<file path="config.mk">
export PLATFORM = sky130hd
export DESIGN_NAME = ordered_id_list_table_top
export DESIGN_NICKNAME = d
export VERILOG_FILES = /design/src/oilt_pkg.sv /design/src/oilt_ctrl.sv /design/src/oilt_dp.sv /design/src/ordered_id_list_table_top.sv
export SDC_FILE = /design/constraint.sdc
export NUM_CORES = 2
export LEC_CHECK = 0
export BUFFER_PORTS_ARGS = -buffer_cell sky130_fd_sc_hd__buf_2
export CELL_PAD_IN_SITES_DETAIL_PLACEMENT = 2
export CELL_PAD_IN_SITES_GLOBAL_PLACEMENT = 2
export CORE_MARGIN = 3
export CORE_UTILIZATION = 47
export DETAILED_ROUTE_END_ITERATION = 6
export PLACE_DENSITY_LB_ADDON = 0.12
export SYNTH_ARGS = -nofsm -noshare
export SYNTH_HDL_FRONTEND = slang
export SYNTH_SLANG_ARGS = --single-unit
</file>
<file path="constraint.sdc">
create_clock -name clk -period 12.1 [get_ports clk]
set_input_delay 2.42 -clock clk [delete_from_list [all_inputs] [get_ports clk]]
set_output_delay 2.42 -clock clk [all_outputs]
set_load 0.03 [all_outputs]
</file>
<file path="src/oilt_pkg.sv">
`timescale 1ns / 1ps
// ---------------------------------------------------------------------------
// oilt_pkg
// Types and fixed constants shared by the ordered id list table.
// ---------------------------------------------------------------------------
package oilt_pkg;

  localparam int unsigned ID_W   = 16;
  localparam int unsigned OP_W   = 3;
  localparam int unsigned SLOT_W = 5;

  // Operation codes
  localparam logic [OP_W-1:0] OP_APPEND = 3'd0;
  localparam logic [OP_W-1:0] OP_INSERT = 3'd1;
  localparam logic [OP_W-1:0] OP_REMOVE = 3'd2;
  localparam logic [OP_W-1:0] OP_UPDATE = 3'd3;
  localparam logic [OP_W-1:0] OP_CLEAR  = 3'd4;

  typedef struct packed {
    logic [OP_W-1:0] op;
    logic [ID_W-1:0] key_id;
    logic [ID_W-1:0] new_id;
  } in_t;

  typedef struct packed {
    logic              hit;
    logic [SLOT_W-1:0] slot;
  } out_t;

  // Controller to datapath commands
  typedef struct packed {
    logic load;   // capture a new request
    logic search; // compare all cells, register match vector
    logic apply;  // edit the table and load the result register
  } cmd_t;

endpackage

</file>
<file path="src/oilt_ctrl.sv">
`timescale 1ns / 1ps
// ---------------------------------------------------------------------------
// oilt_ctrl
// Sequencer: idle, search, apply; owns both handshakes.
// ---------------------------------------------------------------------------
module oilt_ctrl (
  input  logic          clk,
  input  logic          rst,
  input  logic          in_valid,
  output logic          in_ready,
  output logic          out_valid,
  input  logic          out_ready,
  output oilt_pkg::cmd_t cmd
);
  import oilt_pkg::*;

  localparam logic [1:0] ST_IDLE   = 2'd0;
  localparam logic [1:0] ST_SEARCH = 2'd1;
  localparam logic [1:0] ST_APPLY  = 2'd2;

  logic [1:0] state;
  logic [1:0] state_next;
  logic       out_free;
  logic       take;

  assign out_free = !out_valid || out_ready;
  assign in_ready = (state == ST_IDLE) || ((state == ST_APPLY) && out_free);
  assign take     = in_valid && in_ready;

  assign cmd.load   = take;
  assign cmd.search = (state == ST_SEARCH);
  assign cmd.apply  = (state == ST_APPLY) && out_free;

  always_comb begin
    state_next = state;
    case (state)
      ST_IDLE: begin
        if (take) state_next = ST_SEARCH;
      end
      ST_SEARCH: begin
        state_next = ST_APPLY;
      end
      ST_APPLY: begin
        if (out_free) state_next = take ? ST_SEARCH : ST_IDLE;
      end
      default: begin
        state_next = ST_IDLE;
      end
    endcase
  end

  always_ff @(posedge clk) begin
    if (rst) begin
      state     <= ST_IDLE;
      out_valid <= 1'b0;
    end else begin
      state <= state_next;
      if (cmd.apply) out_valid <= 1'b1;
      else if (out_ready) out_valid <= 1'b0;
    end
  end

endmodule

</file>
<file path="src/oilt_dp.sv">
`timescale 1ns / 1ps
// ---------------------------------------------------------------------------
// oilt_dp
// Table cells, parallel compare, first-match pick, shift edit, result register.
// ---------------------------------------------------------------------------
module oilt_dp #(
  parameter int unsigned TABLE_DEPTH = 32
) (
  input  logic           clk,
  input  logic           rst,
  input  oilt_pkg::cmd_t  cmd,
  input  oilt_pkg::in_t   in_data,
  output oilt_pkg::out_t  out_data
);
  import oilt_pkg::*;

  localparam int unsigned IDX_W = (TABLE_DEPTH > 2) ? $clog2(TABLE_DEPTH) : 1;

  logic [OP_W-1:0]        op_q;
  logic [ID_W-1:0]        key_q;
  logic [ID_W-1:0]        nid_q;
  logic [ID_W-1:0]        id_table [TABLE_DEPTH];
  logic [ID_W-1:0]        table_next [TABLE_DEPTH];
  logic [ID_W-1:0]        prev_id [TABLE_DEPTH];
  logic [ID_W-1:0]        succ_id [TABLE_DEPTH];
  logic [TABLE_DEPTH-1:0] match;
  logic [TABLE_DEPTH-1:0] match_vec;
  logic [TABLE_DEPTH-1:0] first_hot;
  logic [TABLE_DEPTH-1:0] below;
  logic [TABLE_DEPTH-1:0] after_first;
  logic [ID_W-1:0]        target;
  logic [IDX_W-1:0]       idx;
  logic [IDX_W:0]         slot_wide;
  logic                   found;
  logic                   hit;

  // Neighbor taps for the shifts
  for (genvar g = 0; g < TABLE_DEPTH; g++) begin : g_nb
    if (g == 0) begin : g_first
      assign prev_id[g] = '0;
    end else begin : g_prev
      assign prev_id[g] = id_table[g-1];
    end
    if (g == TABLE_DEPTH - 1) begin : g_last
      assign succ_id[g] = '0;
    end else begin : g_succ
      assign succ_id[g] = id_table[g+1];
    end
  end

  // Append searches for the first empty slot
  assign target = (op_q == OP_APPEND) ? '0 : key_q;

  always_comb begin
    for (int i = 0; i < TABLE_DEPTH; i++) begin
      match_vec[i] = (id_table[i] == target);
    end
  end

  // Isolate first match, mark cells below it and the cell right after it
  assign first_hot   = match & (~match + TABLE_DEPTH'(1));
  assign below       = first_hot - TABLE_DEPTH'(1);
  assign after_first = first_hot << 1;
  assign found       = |match;

  always_comb begin
    idx = '0;
    for (int i = 0; i < TABLE_DEPTH; i++) begin
      if (first_hot[i]) idx = idx | IDX_W'(i);
    end
  end

  always_comb begin
    hit       = 1'b0;
    slot_wide = '0;
    case (op_q)
      OP_APPEND, OP_UPDATE, OP_REMOVE: begin
        hit       = found;
        slot_wide = {1'b0, idx};
      end
      OP_INSERT: begin
        hit       = found && !first_hot[TABLE_DEPTH-1];
        slot_wide = {1'b0, idx} + (IDX_W+1)'(1);
      end
      OP_CLEAR: begin
        hit = 1'b1;
      end
      default: begin
        hit = 1'b0;
      end
    endcase
    if (!hit) slot_wide = '0;
  end

  always_comb begin
    for (int i = 0; i < TABLE_DEPTH; i++) begin
      table_next[i] = id_table[i];
      case (op_q)
        OP_APPEND, OP_UPDATE: begin
          if (first_hot[i]) table_next[i] = nid_q;
        end
        OP_INSERT: begin
          if (after_first[i]) table_next[i] = nid_q;
          else if (!below[i] && !first_hot[i]) table_next[i] = prev_id[i];
        end
        OP_REMOVE: begin
          if (!below[i]) table_next[i] = succ_id[i];
        end
        OP_CLEAR: begin
          table_next[i] = '0;
        end
        default: begin
          table_next[i] = id_table[i];
        end
      endcase
    end
  end

  always_ff @(posedge clk) begin
    if (cmd.load) begin
      op_q  <= in_data.op;
      key_q <= in_data.key_id;
      nid_q <= in_data.new_id;
    end
    if (cmd.search) match <= match_vec;
    if (cmd.apply) begin
      out_data.hit  <= hit;
      out_data.slot <= SLOT_W'(slot_wide);
    end
  end

  // Table starts empty
  always_ff @(posedge clk) begin
    if (rst) begin
      for (int i = 0; i < TABLE_DEPTH; i++) id_table[i] <= '0;
    end else if (cmd.apply && hit) begin
      for (int i = 0; i < TABLE_DEPTH; i++) id_table[i] <= table_next[i];
    end
  end

endmodule

</file>
<file path="src/ordered_id_list_table_top.sv">
`timescale 1ns / 1ps
// ---------------------------------------------------------------------------
// ordered_id_list_table_top
// Ordered table of 16-bit ids with append, insert, remove, update and clear.
// ---------------------------------------------------------------------------
// The input transfer captures a request. In the search step every cell is
// compared against the key in parallel and the match vector is registered;
// in the apply step the first match is picked, the shift edit is applied to
// the table and the result register is loaded and marked valid. The next
// request can be taken during the apply step, but not during the search
// step; the table edit waits for the result register to drain when the
// output side stalls. Zero marks an empty slot; the table is empty after
// reset. The result slot is reported modulo 32.
// ---------------------------------------------------------------------------
module ordered_id_list_table_top #(
  parameter int unsigned TABLE_DEPTH = 32
) (
  input  logic           clk,
  input  logic           rst,
  input  logic           in_valid,
  output logic           in_ready,
  input  oilt_pkg::in_t  in_data,
  output logic           out_valid,
  input  logic           out_ready,
  output oilt_pkg::out_t out_data
);
  import oilt_pkg::*;

  cmd_t cmd;

  // Sequencer: decides when to capture, search and apply
  oilt_ctrl u_ctrl (
    .clk       (clk),
    .rst       (rst),
    .in_valid  (in_valid),
    .in_ready  (in_ready),
    .out_valid (out_valid),
    .out_ready (out_ready),
    .cmd       (cmd)
  );

  // Table cells and edit logic
  oilt_dp #(
    .TABLE_DEPTH (TABLE_DEPTH)
  ) u_dp (
    .clk      (clk),
    .rst      (rst),
    .cmd      (cmd),
    .in_data  (in_data),
    .out_data (out_data)
  );

endmodule

</file>
After elaboration in Yosys (flattened, before gate mapping)
Memories as Yosys holds them, arrays and structs flattened.
Index checks and enable logic that the tools add are counted.
{ "totals": {"regBits": 76, "n_memories": 1, "word_cells": 596, "mem_bits_rw": 512, "output_inout_bits": 8, "inputBits": 39} }
{ "op_classes": {"addsub": 3, "mux": 400, "eq_ne": 40, "n_bitwise": 34, "n_reduce_logical": 110} }
{ "mem_list": {"columns": ["memory", "depth", "width", "rd", "rd_clocked_by_memory_dff", "wr", "line", "source"], "rows": [
  ["u_dp.id_table", 32, 16, 32, 0, 32, "oilt_dp.sv:22", "logic [ID_W-1:0] id_table [TABLE_DEPTH];"]
]} }
{ "op_table": {"columns": ["cell", "n"], "rows": [
  ["$mux 16", 319],
  ["$pmux 16 s4", 32],
  ["$eq 16x16->1", 32],
  ["$mux 5", 16],
  ["$logic_not 1->1", 65],
  ["$logic_and 1x1->1", 36],
  ["$add 32x1->32 const B", 1],
  ["$and 32x32->32", 1],
  ["$mux 4", 8],
  ["$not 32->32", 1],
  ["$or 1x1->1", 32],
  ["$reduce_or 32->1", 1],
  ["$sub 32x1->32 const B", 1],
  ["$mux 1", 12],
  ["$mux 2", 6],
  ["$mux 3", 4],
  ["$pmux 5 s2", 1],
  ["$eq 3x2->1 const B", 2],
  ["$pmux 2 s3", 1],
  ["$add 5x1->5 const B", 1],
  ["$ne 2x1->1 const B", 2],
  ["$eq 3x1->1 const B", 1],
  ["$eq 3x3->1 const B", 1],
  ["$logic_not 3->1", 1],
  ["other kinds (9)", 10]
]} }

Longest topological paths before layout
{ "logic_depth": {"depth_word": 36, "ltp_mapped": 13, "depth_no_buf": 13} }

Hierarchy
Synthesis repeated with hierarchy kept, for this count alone.
{ "unflattened": {"hier_cells": 3767, "hier_area_um2": 39182.6} }
{ "by_module_without_submodules": {"columns": ["mod", "cells_each", "seq_area_each_um2", "area_per_inst_um2", "instances"], "rows": [
  ["oilt_dp", 3751, 17566.8, 39018.7, 1],
  ["oilt_ctrl", 16, 60.1, 163.9, 1]
]} }

Worst setup path before layout
Ideal clock, no wire load.
{ "synth_timing": {"path_kind": "in2reg", "from": "in out_ready", "to": "mem u_dp.id_table[7][0], in the netlist u_dp.id_table[0][112] (enable)", "path_buffers": 1, "path_slack_ps": 5704, "path_stages": 5, "t_required_ps": 11622, "setup_ps": 478, "t_arrival_ps": 5919, "cell_sequence": "nor2b_1 -> nor2_1 -> a21oi_2 -> clkbuf_1 -> a2111oi_0"} }
{ "synth_lines": {"columns": ["element", "line", "source"], "rows": [
  ["start: declaration", "ordered_id_list_table_top.sv:24", "input logic out_ready,"],
  ["end: declaration", "oilt_dp.sv:22", null]
]} }

==> summary.md <==
| Metric | Value |
|---|---|
| VDD IR-drop max | `~0.15 mV` |
| Largest area contributor in the synthesized netlist | `edfxtp_1` |
| Wire per inst | `between 30 and 40 um` |
| Worst reg2reg setup slack | `5.58 ns` |
| Clock Power Share | `0.370` |
| Ports | `47` |
| Critical Path Slowest Stage Cell | `buf_4` |
| Fin. max-slew vios | `0` |
| FF-to-FF path depth | `13` |
| Post-synth net total | `~3800` |
| Pwr dens | `approximately 140 nW/um^2` |
| Hold-fix buffers, CTS | `0` |
| Vias | `~34000` |
| Post-DP Area | `40000 um^2` |
| Global-route wire length before repair | `approximately 250000 um` |
| FF+latch area | `17600 um^2` |
| Netlist cell types | `between 60 and 70` |
| Most frequent cells in the layout | `edfxtp_1 (585), nor2_1 (534), xor2_1 (514)` |
| Crit path DAT | `approximately 7 ns` |
| Net Sw Frac | `0.314` |
| Synth top area share | `0.449` |
| DRC | `0` |
| H-tree depth | `3` |
| Syn_area_per_cell | `between 10 and 15 um^2` |
| TritonCTS clock tree | `built` |
| Stages on worst setup path | `13` |
| Part of the Yosys area used for sequential elements | `0.450` |
| Core box area | `slightly above 80000 um^2` |
| Port bufs | `46` |
| Final Util | `0.512` |
| Post-CTS Setup Bufs | `0` |
| Yosys warning count | `0` |
| Area contributors post-synth | `edfxtp_1 (45%), xor2_1 (11%), mux2_2 (11%)` |
| DR iter-0 viols | `4333` |
| Tot GR Track Use | `0.396` |
| Ys flop type | `edfxtp_1` |
| Psw | `~1.8 mW` |
| Setup CP Type | `register to register` |
| Max-cap violations | `0` |
| R2R Path End | `u_dp.id_table[0][203]$_SDFFCE_PN0P_` |
| Cell area after layout | `about 42000 um^2` |
| Post-synth ARST share | `0` |
| Worst Setup Start Kind | `register` |
| CP Cell Sequence | `buf_4 -> nor4_4 -> inv_2 -> nor4_4 -> buf_4 -> inv_2 -> nor4_1 -> a21oi_1 -> nand2_1 -> or2_4 -> buf_4 -> buf_4 -> nor2_1` |
| Clock Sinks | `588` |
| Pint | `roughly 4 mW` |
| Fmax | `about 150 MHz` |
| Placed Cells | `about 4500` |
| Worst Path Required | `between 10 and 15 ns` |
| Final HPWL DP | `around 110000 um` |
| Antenna-violating nets left | `0` |
| Worst-margin pin slew | `approximately 1.4 ns` |
| Post-Syn Area | `39200 um^2` |
| RR Startpoint | `u_dp.match[0]$_DFFE_PN_` |
| Share of cells above drive strength 1 | `0.193` |
| Final Critical Period | `between 6 and 7 ns` |
| Largest net degree at the start of global routing | `210` |
| Fin Clk Skew | `~0.029 ns` |
| CTS resizes | `0` |
| Starting Density | `0.475` |
| Final setup viols | `0` |
| Drt pass-1 iters | `6` |
| Std cell rows | `around 110` |
| Yosys reg bits | `588` |
| CP most frequent cell | `buf_4` |
| Buffers & Inverters on Critical Path | `6` |
| Final number of hold-violating endpoints | `0` |
| Hold_sp | `u_ctrl.state[0]$_SDFFE_PP0P_` |
| Total CTS buffers | `73` |
| Via density | `about 7.3` |
| Commonest non-fill, non-tap cell in the layout | `edfxtp_1` |
| Layout Nets | `3614` |
| Hold depth | `1` |
| EDFF count, synth | `a little under 600` |
| Top cell family by delay on the critical path | `buffers and inverters` |
| Tcrit/Tclk final | `0.538` |
| # fillers | `8203` |
| Pleak | `around 15 nW` |
| CTS root buf | `clkbuf_16` |
| Vias in the first global route | `36200` |
| Initial antenna violation count | `11` |
| RSZ-0062 raised after global routing | `false` |
| Syn Inst Count | `about 3700` |
| CP Capture Type | `register` |
| Multi-input logic area | `20100 um^2` |
| Worst-path clk slew | `roughly 0.06 ns` |
| Setup TNS | `0 ns` |
| Worst slew margin | `0.0679` |
| GRT overflow | `0` |
| Min-Delay Path Class | `register to register` |
| Power share of the combinational group | `0.174` |
| Synth-to-Final Area Change | `7.77%` |
| Die W | `295 um` |
| Status | `finished clean` |
| Max stage delay on crit path | `a little over 1 ns` |
| Reg power frac | `0.455` |
| GPL Wtd Cong | `about 0.90` |
| Hold Crit Endpoint | `u_ctrl.state[1]$_SDFFE_PP0P_` |
| Total Wirelength | `175000 um` |
| Die height | `about 290 um` |
| Crit Path Max Fanout | `between 90 and 100` |
| Fin cells | `~4700` |
| Clock Tree Buf Depth | `3` |
| Worst skew pair latency | `approximately 0.64 ns` |
| Die ar. | `roughly 87000 um^2` |
[per-stage QoR]
stage / worst slack (ns) / hold WS, ns / power [mW]
after floorplan: 5.70 / 0.450 / 3.17
after global placement: 5.62 / 0.472 / 3.53
after detailed placement: 5.46 / 0.519 / 3.60
after CTS: 5.76 / 0.531 / 5.71
after global routing: 5.20 / 0.553 / 5.87
final: 5.58 / 0.529 / 5.74
[flip-flops by register name, indices dropped and copies added (netlist names)]
register / flops
u_ctrl.out_valid: 1
u_ctrl.state: 2
u_dp.id_table: 512
u_dp.key_q: 16
u_dp.match: 32
u_dp.nid_q: 16
u_dp.op_q: 3
u_dp.out_data: 6
[routing by layer]
| layer | share of wire | global-route usage | vias up |
|---|---|---|---|
| met5 | 0.00012 | 0 | - |
| met4 | 0.054 | 0.201 | 4 |
| met3 | 0.096 | 0.0887 | 578 |
| met2 | 0.46 | 0.633 | 2187 |
| met1 | 0.39 | 0.505 | 17800 |
| li1 | - | - | 13700 |
[worst max-delay path by stage]
| stage | startpoint | to |
|---|---|---|
| 2_1_floorplan | out_ready | u_dp.id_table[0][112]$_SDFFCE_PN0P_ |
| 3_3_place_gp | out_ready | u_dp.id_table[0][275]$_SDFFCE_PN0P_ |
| 3_5_place_dp | out_ready | u_dp.id_table[0][203]$_SDFFCE_PN0P_ |
| 4_1_cts | u_dp.match[0]$_DFFE_PN_ | u_dp.id_table[0][203]$_SDFFCE_PN0P_ |
| 5_1_grt | u_dp.match[0]$_DFFE_PN_ | u_dp.id_table[0][203]$_SDFFCE_PN0P_ |
| 6_report | u_dp.match[0]$_DFFE_PN_ | u_dp.id_table[0][203]$_SDFFCE_PN0P_ |
[power by group through the flow]
stage          Combinational, mW  Clock (mW)  Sequential, mW
2_1_floorplan              0.625           0            2.55
3_3_place_gp               0.901           0            2.63
3_5_place_dp               0.956           0            2.64
4_1_cts                    0.973        2.13            2.60
5_1_grt                     1.06        2.20            2.62
6_report                    1.00        2.13            2.61
[layout make-up]
type | instances | share of cell area
sequential | 588 | 0.418
multi-input combinational | 2725 | 0.475
tap | 1070 | 0.0317
clock inverter | 25 | 0.00391
inverter | 22 | 0.00196
antenna | 6 | 0.000356
clock buffer | 98 | 0.0475
timing repair buffer | 135 | 0.0218
[synth_stat cells (7+ instances only)]
master	number
a211oi_1	40
a21o_1	16
a21oi_1	105
a221oi_1	436
a22oi_1	7
and2_1	23
and4_1	7
buf_1	55
buf_2	40
clkbuf_1	315
edfxtp_1	585
ha_1	30
inv_1	18
mux2_1	22
mux2_2	391
nand2_1	234
nand2b_1	8
nand3_1	24
nand4_1	144
nor2_1	539
nor2b_1	10
nor3_1	28
nor3b_1	10
nor4_1	40
o21ai_0	9
o31a_1	7
or3_1	8
xor2_1	514
[kinds of logic (layout without fill, tap and decap cells)]
kind of cell,after synthesis,after routing,synth area share
xor gates and xnor gates,515,515,0.115
adders and majority gates,30,30,0.00958
other,0,6,0
and+or+nand+nor,1110,1110,0.130
DFF,588,588,0.450
muxes,416,416,0.120
AOI/OAI and AO/OA,654,654,0.133
buffers and inverters,432,280,0.0427
Note: power is estimated with default switching activity, not from simulation.
